$ cat config.mk
export PLATFORM = sky130hd
export DESIGN_NAME = sail_rudder_actuator_command_top
export DESIGN_NICKNAME = d
export VERILOG_FILES = /design/src/hdl/srac_pkg.sv /design/src/hdl/sail_rudder_actuator_command_top.sv
export SDC_FILE = /design/constraint.sdc
export NUM_CORES = 1
export LEC_CHECK = 0
export BUFFER_PORTS_ARGS = -buffer_cell sky130_fd_sc_hd__buf_4
export CAP_MARGIN = 20
export CORE_UTILIZATION = 30
export DETAILED_ROUTE_END_ITERATION = 10
export PLACE_DENSITY = 0.48
export SLEW_MARGIN = 40
export SYNTH_ARGS = -nofsm -noshare
export SYNTH_HDL_FRONTEND = slang
export SYNTH_SLANG_ARGS = --single-unit
$ cat constraint.sdc
create_clock -name clk_i -period 10.73 [get_ports clk_i]
set_input_delay 1.073 -clock clk_i [delete_from_list [all_inputs] [get_ports clk_i]]
set_output_delay 1.073 -clock clk_i [all_outputs]
set_load 0.02 [all_outputs]
$ cat src/hdl/srac_pkg.sv
// ----------------------------------------------------------------------------
// Sail and rudder actuator command package
// Shared constants, register indexes and pipeline types for the sail winch
// bang-bang controller and the rudder pulse mapping.
// ----------------------------------------------------------------------------
`default_nettype none

package srac_pkg;

  // Width of the time stamps that take part in the age compare.
  localparam int TimeBits = 32;

  // Angles are in tenths of a degree.
  localparam int AngleFull = 3600;
  localparam int AngleHalf = 1800;

  // Rudder mapping: floor(rudder * 8 / 9). The product is biased by 9 * 1024
  // so that the division works on a nonnegative value, and the division by
  // nine is a multiply by ceil(2^18 / 9) followed by a shift.
  localparam int RudBias    = 1024;
  localparam int Div9Recip  = 29128;
  localparam int Div9Shift  = 18;
  localparam int QuoBits    = 11;
  localparam int PulseMax   = 4095;

  // Configuration register indexes.
  localparam int CfgIdxBits  = 3;
  localparam int CfgDataBits = 16;

  typedef enum logic [CfgIdxBits-1:0] {
    CfgSailCenter   = 3'd0,
    CfgDeadBand     = 3'd1,
    CfgMotorFull    = 3'd2,
    CfgRadioTimeout = 3'd3,
    CfgCompTimeout  = 3'd4,
    CfgRudderCenter = 3'd5
  } srac_cfg_e;

  // Values carried from the first compute stage to the result stage.
  typedef struct packed {
    logic                 radio_valid;
    logic                 computer_valid;
    logic [11:0]          target;
    logic [11:0]          encoder;
    logic [QuoBits-1:0]   rudder_quo;
  } srac_mid_t;

endpackage

`default_nettype wire

$ cat src/hdl/sail_rudder_actuator_command_top.sv
// ----------------------------------------------------------------------------
// Sail rudder actuator command
// Per control tick: checks freshness of the radio and onboard computer
// commands, picks the sail and rudder targets, wraps the sail error, applies
// a deadband to choose the motor drive and maps the rudder angle to a pulse.
// ----------------------------------------------------------------------------
// A tick is carried through the input, compute and result registers in that
// order before its result appears on the result ports.
// Throughput: one tick per cycle; busy_o is never raised, since every stage
// is a plain pipeline register and the receiver cannot stall.
// Reset clears the pipeline valid bits and loads the register defaults.
// ----------------------------------------------------------------------------
`default_nettype none

module sail_rudder_actuator_command_top
  import srac_pkg::*;
(
  input  wire logic                   clk_i,
  input  wire logic                   rst_ni,

  // Configuration write channel
  input  wire logic                   cfg_valid_i,
  output      logic                   cfg_ready_o,
  input  wire logic [CfgIdxBits-1:0]  cfg_index_i,
  input  wire logic [CfgDataBits-1:0] cfg_data_i,

  // Tick command
  input  wire logic                   start_i,
  output      logic                   busy_o,
  input  wire logic [31:0]            now_ms_i,
  input  wire logic                   radio_seen_i,
  input  wire logic [31:0]            radio_time_ms_i,
  input  wire logic signed [11:0]     radio_sail_i,
  input  wire logic signed [10:0]     radio_rudder_i,
  input  wire logic                   computer_seen_i,
  input  wire logic [31:0]            computer_time_ms_i,
  input  wire logic signed [11:0]     computer_sail_i,
  input  wire logic signed [10:0]     computer_rudder_i,
  input  wire logic [11:0]            encoder_angle_i,

  // Result
  output      logic                   done_o,
  output      logic [15:0]            drive_forward_o,
  output      logic [15:0]            drive_reverse_o,
  output      logic [11:0]            rudder_pulse_o,
  output      logic signed [11:0]     sail_error_o,
  output      logic                   radio_valid_o,
  output      logic                   computer_valid_o
);

  // Configuration registers.
  logic [11:0] sail_center_q;
  logic [10:0] dead_band_q;
  logic [15:0] drive_cmp_q;
  logic [15:0] radio_timeout_q;
  logic [15:0] comp_timeout_q;
  logic [11:0] servo_mid_q;

  // Every write transfer is taken at once.
  assign cfg_ready_o = 1'b1;

  always_ff @(posedge clk_i or negedge rst_ni) begin
    if (!rst_ni) begin
      sail_center_q   <= 12'd1800;
      dead_band_q     <= 11'd200;
      drive_cmp_q     <= 16'd12800;
      radio_timeout_q <= 16'd2000;
      comp_timeout_q  <= 16'd10000;
      servo_mid_q     <= 12'd1370;
    end else if (cfg_valid_i && cfg_ready_o) begin
      unique case (cfg_index_i)
        CfgSailCenter:   sail_center_q   <= cfg_data_i[11:0];
        CfgDeadBand:     dead_band_q     <= cfg_data_i[10:0];
        CfgMotorFull:    drive_cmp_q     <= cfg_data_i;
        CfgRadioTimeout: radio_timeout_q <= cfg_data_i;
        CfgCompTimeout:  comp_timeout_q  <= cfg_data_i;
        CfgRudderCenter: servo_mid_q     <= cfg_data_i[11:0];
        default: ;
      endcase
    end
  end

  // The pipeline never stalls, so a tick is taken in every cycle.
  assign busy_o = 1'b0;

  // Input register.
  logic                in_vld_q;
  logic [31:0]         now_q;
  logic                r_seen_q;
  logic [31:0]         r_time_q;
  logic signed [11:0]  r_sail_q;
  logic signed [10:0]  r_rud_q;
  logic                c_seen_q;
  logic [31:0]         c_time_q;
  logic signed [11:0]  c_sail_q;
  logic signed [10:0]  c_rud_q;
  logic [11:0]         enc_q;

  always_ff @(posedge clk_i or negedge rst_ni) begin
    if (!rst_ni) begin
      in_vld_q <= 1'b0;
    end else begin
      in_vld_q <= start_i && !busy_o;
    end
  end

  always_ff @(posedge clk_i) begin
    if (start_i && !busy_o) begin
      now_q    <= now_ms_i;
      r_seen_q <= radio_seen_i;
      r_time_q <= radio_time_ms_i;
      r_sail_q <= radio_sail_i;
      r_rud_q  <= radio_rudder_i;
      c_seen_q <= computer_seen_i;
      c_time_q <= computer_time_ms_i;
      c_sail_q <= computer_sail_i;
      c_rud_q  <= computer_rudder_i;
      enc_q    <= encoder_angle_i;
    end
  end

  // Stage one: freshness of each source. The age wraps modulo 2^TimeBits.
  logic [TimeBits-1:0] r_age;
  logic [TimeBits-1:0] c_age;
  logic                r_valid;
  logic                c_valid;

  always_comb begin
    r_age   = now_q[TimeBits-1:0] - r_time_q[TimeBits-1:0];
    c_age   = now_q[TimeBits-1:0] - c_time_q[TimeBits-1:0];
    r_valid = r_seen_q && (r_age < TimeBits'(radio_timeout_q));
    c_valid = c_seen_q && (c_age < TimeBits'(comp_timeout_q));
  end

  // Source select: if both are fresh the radio wins unless its value is zero.
  logic signed [11:0] sail_sel;
  logic signed [10:0] rud_sel;

  always_comb begin
    if (r_valid && c_valid) begin
      sail_sel = (r_sail_q != 12'sd0) ? r_sail_q : c_sail_q;
      rud_sel  = (r_rud_q != 11'sd0) ? r_rud_q : c_rud_q;
    end else if (r_valid) begin
      sail_sel = r_sail_q;
      rud_sel  = r_rud_q;
    end else if (c_valid) begin
      sail_sel = c_sail_q;
      rud_sel  = c_rud_q;
    end else begin
      sail_sel = 12'sd0;
      rud_sel  = 11'sd0;
    end
  end

  // Sail target wrapped into one turn; the sum stays within one turn of range.
  logic signed [13:0] tgt_sum;
  logic signed [13:0] tgt_wrap;

  always_comb begin
    tgt_sum = $signed({2'b00, sail_center_q}) + 14'(sail_sel);
    if (tgt_sum < 14'sd0) begin
      tgt_wrap = tgt_sum + 14'(AngleFull);
    end else if (tgt_sum >= 14'(AngleFull)) begin
      tgt_wrap = tgt_sum - 14'(AngleFull);
    end else begin
      tgt_wrap = tgt_sum;
    end
  end

  // Rudder angle times eight, biased positive, divided by nine.
  logic [15:0] rud_biased;
  logic [30:0] rud_prod;

  always_comb begin
    rud_biased = 16'($signed({rud_sel, 3'b000}) + 16'(9 * RudBias));
    rud_prod   = 31'(rud_biased) * 31'(Div9Recip);
  end

  // Compute register.
  logic      mid_vld_q;
  srac_mid_t mid_q;
  srac_mid_t mid_d;

  always_comb begin
    mid_d.radio_valid    = r_valid;
    mid_d.computer_valid = c_valid;
    mid_d.target         = tgt_wrap[11:0];
    mid_d.encoder        = enc_q;
    mid_d.rudder_quo     = rud_prod[Div9Shift +: QuoBits];
  end

  always_ff @(posedge clk_i or negedge rst_ni) begin
    if (!rst_ni) begin
      mid_vld_q <= 1'b0;
    end else begin
      mid_vld_q <= in_vld_q;
    end
  end

  always_ff @(posedge clk_i) begin
    if (in_vld_q) begin
      mid_q <= mid_d;
    end
  end

  // Stage two: error wrapped into half a turn either way.
  logic signed [12:0] err_raw;
  logic signed [12:0] err_wrap;
  logic signed [12:0] band;

  always_comb begin
    err_raw = $signed({1'b0, mid_q.target}) - $signed({1'b0, mid_q.encoder});
    if (err_raw > 13'(AngleHalf)) begin
      err_wrap = err_raw - 13'(AngleFull);
    end else if (err_raw < -13'(AngleHalf)) begin
      err_wrap = err_raw + 13'(AngleFull);
    end else begin
      err_wrap = err_raw;
    end
    band = $signed({2'b00, dead_band_q});
  end

  // Deadband drive decision; an error on the band edge leaves the motor off.
  logic [15:0] fwd_d;
  logic [15:0] rev_d;

  always_comb begin
    fwd_d = 16'd0;
    rev_d = 16'd0;
    if (err_wrap > band) begin
      fwd_d = drive_cmp_q;
    end else if (err_wrap < -band) begin
      rev_d = drive_cmp_q;
    end
  end

  // Rudder pulse: center plus the floored quotient, saturated.
  logic signed [13:0] pulse_sum;
  logic [11:0]        pulse_d;

  always_comb begin
    pulse_sum = $signed({2'b00, servo_mid_q}) + $signed({3'b000, mid_q.rudder_quo})
              - 14'(RudBias);
    if (pulse_sum < 14'sd0) begin
      pulse_d = 12'd0;
    end else if (pulse_sum > 14'(PulseMax)) begin
      pulse_d = 12'(PulseMax);
    end else begin
      pulse_d = pulse_sum[11:0];
    end
  end

  // Result register.
  logic               done_q;
  logic [15:0]        fwd_q;
  logic [15:0]        rev_q;
  logic [11:0]        pulse_q;
  logic signed [11:0] err_q;
  logic               rv_q;
  logic               cv_q;

  always_ff @(posedge clk_i or negedge rst_ni) begin
    if (!rst_ni) begin
      done_q <= 1'b0;
    end else begin
      done_q <= mid_vld_q;
    end
  end

  always_ff @(posedge clk_i) begin
    if (mid_vld_q) begin
      fwd_q   <= fwd_d;
      rev_q   <= rev_d;
      pulse_q <= pulse_d;
      err_q   <= err_wrap[11:0];
      rv_q    <= mid_q.radio_valid;
      cv_q    <= mid_q.computer_valid;
    end
  end

  assign done_o           = done_q;
  assign drive_forward_o  = fwd_q;
  assign drive_reverse_o  = rev_q;
  assign rudder_pulse_o   = pulse_q;
  assign sail_error_o     = err_q;
  assign radio_valid_o    = rv_q;
  assign computer_valid_o = cv_q;

  // Checks on the pipeline and the arithmetic.
  a_one_direction: assert property (@(posedge clk_i) disable iff (!rst_ni)
    done_o |-> (drive_forward_o == 16'd0 || drive_reverse_o == 16'd0))
    else $error("Both motor channels driven in one result.");

  a_result_from_tick: assert property (@(posedge clk_i) disable iff (!rst_ni)
    done_o |-> $past(start_i, 3))
    else $error("Result strobe without a tick transfer three cycles earlier.");

  a_error_range: assert property (@(posedge clk_i) disable iff (!rst_ni)
    done_o |-> (sail_error_o >= -12'sd1800 && sail_error_o <= 12'sd1800))
    else $error("Sail error outside half a turn.");

  a_drive_matches_error: assert property (@(posedge clk_i) disable iff (!rst_ni)
    (done_o && drive_forward_o != 16'd0) |-> (sail_error_o > 12'sd0))
    else $error("Forward drive with a nonpositive sail error.");

endmodule

`default_nettype wire
Word level (Yosys, flattened, before mapping)

Index checks and enable logic that the tools add are counted.

Bits in registers: 337
Latch bits: 0
RAM bits: 0
Memory bits (read-only): 0
Output and inout bits: 61
Memories kept: 0

$add $sub $neg: 12
$mul: 1
Div/mod/pow operators: 0
Magnitude comparators: 10
Equal/unequal tests: 5
Shift-type cells: 0
Muxes and demuxes: 13
Bitwise logic cells: 1
Reductions and logical operators: 13

Operator list:

| cell                   | count |
|---|---|
| $mux 12                | 7 |
| $lt 32x16->1           | 2 |
| $sub 32x32->32         | 2 |
| $mux 11                | 4 |
| $lt 14x1->1 const B    | 2 |
| $mul 16x12->26 const B | 1 |
| $mux 13                | 2 |
| $add 14x15->16 const B | 1 |
| $add 13x12->14         | 1 |
| $ge 14x13->1 const B   | 1 |
| $gt 14x13->1 const B   | 1 |
| $sub 13x11->14 const B | 1 |
| $add 12x11->13         | 1 |
| $add 13x13->13 const B | 1 |
| $gt 13x12->1           | 1 |
| $gt 13x12->1 const B   | 1 |
| $lt 13x12->1 const B   | 1 |
| $lt 13x13->1           | 1 |
| $neg 11->13            | 1 |
| $sub 12x12->13         | 1 |
| $sub 13x13->13 const B | 1 |
| $add 12x10->12 const B | 1 |
| $reduce_and 2->1       | 6 |
| $reduce_bool 12->1     | 1 |
| other kinds (9)        | 13 |

Depth between registers and ports, before layout

Word-level depth: 10
Depth in mapped cells: 42
Depth with buffers taken out: 42

Worst setup path before layout

No wires, ideal clock.

Kind: register to register
Start point: register now_q[3]
End point: register mid_q[7] in the netlist's numbering, data pin
Arrival time: 8.933 ns
Data required time: 10.468 ns
Path slack: 1.535 ns
Cell stages (with the launch flop): 40
Buffers on the path: 0
Clock period less this slack: 9.195 ns
Path through: edfxtp_1 ha_1 a21o_1 a21oi_1 nand2_1 a21oi_1 nor2b_1 o21ai_0 nand2b_1 a21oi_1 xnor2_1 ha_1 a21o_1 a21o_1 a21oi_1 o221ai_1 or4_1 nor4b_1 (+4 left out) nand3_1 xnor2_1 inv_1 fa_1 ha_1 fa_1 fa_1 ha_1 ha_1 and4_1 a21oi_1 nand2_1 a21o_1 nor3_1 a21oi_1 a21oi_1 o21bai_1 xor2_1

Word-level cells in the longest chain between the ends: 8
Elaborated cells on any way between the ends: 12

RTL lines:

| item                     | RTL line                                | text |
|---|---|---|
| start: declaration       | sail_rudder_actuator_command_top.sv:88  | `logic [31:0] now_q;` |
| start signal: assignment | sail_rudder_actuator_command_top.sv:109 | `now_q <= now_ms_i;` |
| $sub 32x32->32           | sail_rudder_actuator_command_top.sv:130 | `c_age = now_q[TimeBits-1:0] - c_time_q[TimeBits-1:0];` |
| $lt 32x16->1             | sail_rudder_actuator_command_top.sv:132 | `c_valid = c_seen_q && (c_age < TimeBits'(comp_timeout_q));` |
| $logic_and 1x1->1        | sail_rudder_actuator_command_top.sv:132 |  |
| $mux 11                  | sail_rudder_actuator_command_top.sv:146 | `end else if (c_valid) begin` |
| $mux 11                  | sail_rudder_actuator_command_top.sv:143 | `end else if (r_valid) begin` |
| $mux 11 (*)              | sail_rudder_actuator_command_top.sv:140 | `if (r_valid && c_valid) begin` |
| $add 14x15->16 (*)       | sail_rudder_actuator_command_top.sv:175 | `rud_biased = 16'($signed({rud_sel, 3'b000}) + 16'(9 * RudBias));` |
| $mul 16x12->26 (*)       | sail_rudder_actuator_command_top.sv:176 | `rud_prod = 31'(rud_biased) * 31'(Div9Recip);` |
| named net rud_prod[25]   | sail_rudder_actuator_command_top.sv:172 | `logic [30:0] rud_prod;` |
| end signal: assignment   | sail_rudder_actuator_command_top.sv:202 | `mid_q <= mid_d;` |
| end: declaration         | sail_rudder_actuator_command_top.sv:181 | `srac_mid_t mid_q;` |

Mark *: on every way through the listed nets, which the timed path passes. The rest lies on a longest branch.
A chain may end at the register's enable or synchronous reset.

Final worst setup path

Start point: register now_q[1]
End point: register mid_q[7] in the netlist's numbering, data pin

The elaborated chain is that of the path after synthesis.

==> metrics.md <==
| Metric | Value |
|---|---|
| Arrival @ worst endpoint | 10.35 ns |
| Starting density of the core | 30.56% |
| Sequential share of the synthesized area | 45.04% |
| Clock latency of the later-clocked register in the worst-skew pair | 0.60 ns |
| Number of hold violations in the final report | 0 |
| Post-route DRC violation count | 0 |
| Placeable Area | 0.07064 mm² |
| Y dimension of the die | 270.2 µm |
| Clock buffers created by TritonCTS | 43 |
| Starting DRC count in detailed routing | 1014 |
| Summed instance area of the synthesized netlist | 0.02159 mm² |
| Remaining number of nets flagged by the antenna check after routing | 0 |
| Wire length of the first global-routing pass | 93590 µm |
| Run status | completed |
| Post-Synthesis Cells | 2002 |
| Worst endpoint required time | 11.06 ns |
| Top-Level Pins | 240 |
| Number of rows created at floorplan | 97 |
| CTS tree | built |
| Synthesis-to-finish area growth | 20.59% |
| CTS clk-pin slew, worst paths | 0.06 ns |
| Inserted Diodes | 0 |
| Final-stage net count | 2698 |
| Synth Area per Inst | 10.78 µm² |
| Maximum clock path buffer count | 3 |
| Final count of pins violating max slew | 0 |
| Postcts setup bufs | 0 |
| Largest net degree at the start of global routing | 91 |
| Worst Slack Setup Final | 0.7123 ns |
| Unique cell type count in the Yosys netlist | 87 |
| Final setup vio count | 0 |
| Number of global-route vias before repair | 16150 |
| Clock Tree Root | clkbuf_16 |
| Aggregate routed wire length | 60940 µm |
| End of the critical path | mid_q[7]$_DFFE_PP_ |
| Half-perimeter wire length after placement | 48290 µm |
| Element type at the critical path end | flip-flop |
| Final period utilization | 93.36% |
| Detailed Routing Iterations Pass 1 | 7 |
| H-tree lvl count | 2 |
| Instance area at placement | 0.02450 mm² |
| Clock period minus worst slack | 10.02 ns |
| Final design area excluding fillers | 0.02603 mm² |
| Startpoint Class | flip-flop |
| Global route overflow | 0 |
| Rel. slew slack | 48.47% |
| Clk sinks | 337 |
| Post-place setup slack | 0.3457 ns |
| Number of enable-type register cells in the synthesized netlist | 251 |
| Endpoint of the worst-slack reg-to-reg timing path | mid_q[7]$_DFFE_PP_ |
| Origin of the critical flop-to-flop path | now_q[1]$_DFFE_PP_ |
| Number of register bits inferred by synthesis | 337 |
| Stage delay of the slowest cell on the critical path | 0.57 ns |
| Fmax | 99.82 MHz |
| Timing startpoint of the critical path | now_q[1]$_DFFE_PP_ |
| Maximum VDD drop | 109.7 µV |
| Floorplan die width | 270.2 µm |
| Maximum net fanout on the critical path | 8 |
| Port Buffer Count | 237 |
| Type of the most critical hold path | flip-flop to flip-flop |
| Setup clock skew after layout | 0.02961 ns |
| Final total power | 4.958 mW |
| Vias after detailed routing | 15830 |
| RSZ-0062 raised after global routing | false |
| Post-route core utilization | 36.85% |
| Power density normalized to cell area | 190.5 mW/mm² |
| Synth warn | 0 |
| Worst hold path depth | 0 |
| Worst Tran Pin Value | 0.7684 ns |
| Static leakage | 11.18 nW |
| Register-to-Register Setup Slack | 0.71 ns |
| Die area | 0.07303 mm² |
| Antenna violations before repair | 2 |
| Final routed wire length divided by cell count | 18.91 µm |
| Setup total negative slack | 0 ns |
| Post-synth net total | 2450 |
| Vias/cell | 4.912 |
| Total routing resource utilization after global routing | 16.55% |
| Critical path start-end classification | flip-flop to flip-flop |
| Post-synthesis async set-or-reset flop share | 25.52% |
| Share of layout cells above drive strength 1 | 18.93% |
| Weighted congestion reported at the end of routability-driven placement | 0.8685 |
| Max-cap check violation count | 0 |
| Cells on worst reg2reg path | 40 |
| Slowest library cell on the worst path | fa_1 |
| Leading register cell type out of synthesis | edfxtp_1 |
[placed cells by master, fill, tap and decap left out, types with 12 or more instances in the layout]
master / count
xor2_1: 33
or3_1: 12
nor4_1: 16
edfxtp_1: 251
nand2_1: 122
xnor2_1: 68
dfrtp_1: 58
nand3_1: 35
fa_1: 33
buf_4: 248
clkbuf_16: 43
nand4_1: 38
a21o_1: 35
nand2b_1: 21
o21bai_1: 13
nor3_1: 23
and3_1: 31
o21a_1: 27
o21ai_0: 109
o211ai_1: 15
nor2_1: 74
nor2b_1: 18
mux2_2: 45
a211oi_1: 29
a21oi_1: 138
a22o_1: 17
dfstp_2: 27
inv_1: 240
ha_1: 236
[Yosys cell counts, drive strengths merged, types with 6 or more instances]
library cell	n	area share [%]
dfrtp	59	6.8
and2	10	0.29
or3	12	0.35
nor4b	7	0.28
nand4	38	1.1
o21a	27	0.94
nand2b	21	0.61
nor4	16	0.46
a21boi	9	0.33
a31oi	11	0.35
o31ai	7	0.24
buf	16	0.44
a22o	18	0.77
nor2	74	1.3
ha	236	14
nor3b	11	0.38
nand2	122	2.1
a211oi	29	1.0
mux2	45	2.3
dfstp	27	3.3
a21oi	144	3.4
and3	32	0.95
nor3	26	0.71
edfxtp	251	35
nor2b	18	0.52
and4	11	0.45
o22ai	6	0.17
fa	33	3.1
o211ai	15	0.52
a221oi	6	0.30
a21o	35	1.2
or4	6	0.21
o21ai	115	2.7
xnor2	71	2.9
clkbuf	34	0.59
o21bai	13	0.45
xor2	34	1.4
inv	240	4.2
nand3	35	0.81
[logic make-up (layout without fill, tap and decap cells)]
family,after synthesis,in the layout,share of synthesized area [%]
XOR/XNOR,105,105,4.295
AO/OA/AOI/OAI,494,494,14.94
multiplexers,50,50,2.579
flip-flops,337,337,45.04
buffers and inverters,290,570,5.205
AND/OR/NAND/NOR,455,455,11.16
adder cells (fa/ha/maj),269,269,16.74
other,2,2,0.03479
[worst max-delay path, delay by kind of cell, from the launching register on]
family,cells,cell delay [ns]
buffers and inverters,2,0.35
adders and majority gates,8,3.11
DFF,1,0.45
xor gates and xnor gates,3,0.54
and+or+nand+nor,12,2.45
AOI/OAI and AO/OA,15,2.83
[state kept, by name, summed over array words and instances (netlist names), 16 cells and up]
name and flops:
radio_timeout_q 16, mid_q 37, now_q 32, drive_forward_o 16
c_time_q 32, drive_reverse_o 16, drive_cmp_q 16, comp_timeout_q 16
r_time_q 32
[where the power goes]
part	total (mW)	internal, mW	switching (mW)
logic	1.70	0.685	1.02
clock network	1.49	0.892	0.599
registers	1.77	1.67	0.0932
[stage by stage]
stage | std cells | hold slack [ns]
finish | 3222 | 0.4196
global route | 3222 | 0.4281
CTS | 3221 | 0.4214
detailed placement | 3144 | 0.4083
global placement | 3142 | 0.4024
floorplan | 2002 | 0.4003
[cell type report]
type                       instances  area [µm²]
tap                              940        1176
clock buffer                      56        1155
clock inverter                    21       309.0
timing repair buffer             253        1924
fill                            7071       44600
sequential                       337        9724
inverter                         240       900.9
multi-input combinational       1375       10840
[layer usage]
| metal | global-route usage, % | up-vias | share of wire (%) | wire length, µm |
|---|---|---|---|---|
| li1 | - | 7816 | - | - |
| met1 | 22.06 | 7576 | 46 | 28010 |
| met2 | 27.76 | 357 | 47 | 28720 |
| met3 | 2.596 | 77 | 4.5 | 2747 |
| met4 | 4.431 | 0 | 2.4 | 1465 |
| met5 | 0 | - | 0 | 0 |
[worst min-delay path by stage]
| stage | start | end | slack, ns |
|---|---|---|---|
| 2_1_floorplan | mid_q[35]$_DFFE_PP_ | computer_valid_o$_DFFE_PP_ | 0.40 |
| 3_3_place_gp | mid_q[36]$_DFFE_PP_ | radio_valid_o$_DFFE_PP_ | 0.40 |
| 3_5_place_dp | enc_q[3]$_DFFE_PP_ | mid_q[14]$_DFFE_PP_ | 0.41 |
| 4_1_cts | enc_q[3]$_DFFE_PP_ | mid_q[14]$_DFFE_PP_ | 0.42 |
| 5_1_grt | mid_q[36]$_DFFE_PP_ | radio_valid_o$_DFFE_PP_ | 0.43 |
| 6_report | enc_q[3]$_DFFE_PP_ | mid_q[14]$_DFFE_PP_ | 0.42 |
[what timing repair did]
item                       in CTS  in global routing
hold buffers                    0                  0
hold endpoints to repair        0                  0
resized for setup               0                  7
setup endpoints to repair       0                  5
Note: power is estimated with default switching activity, not from simulation.
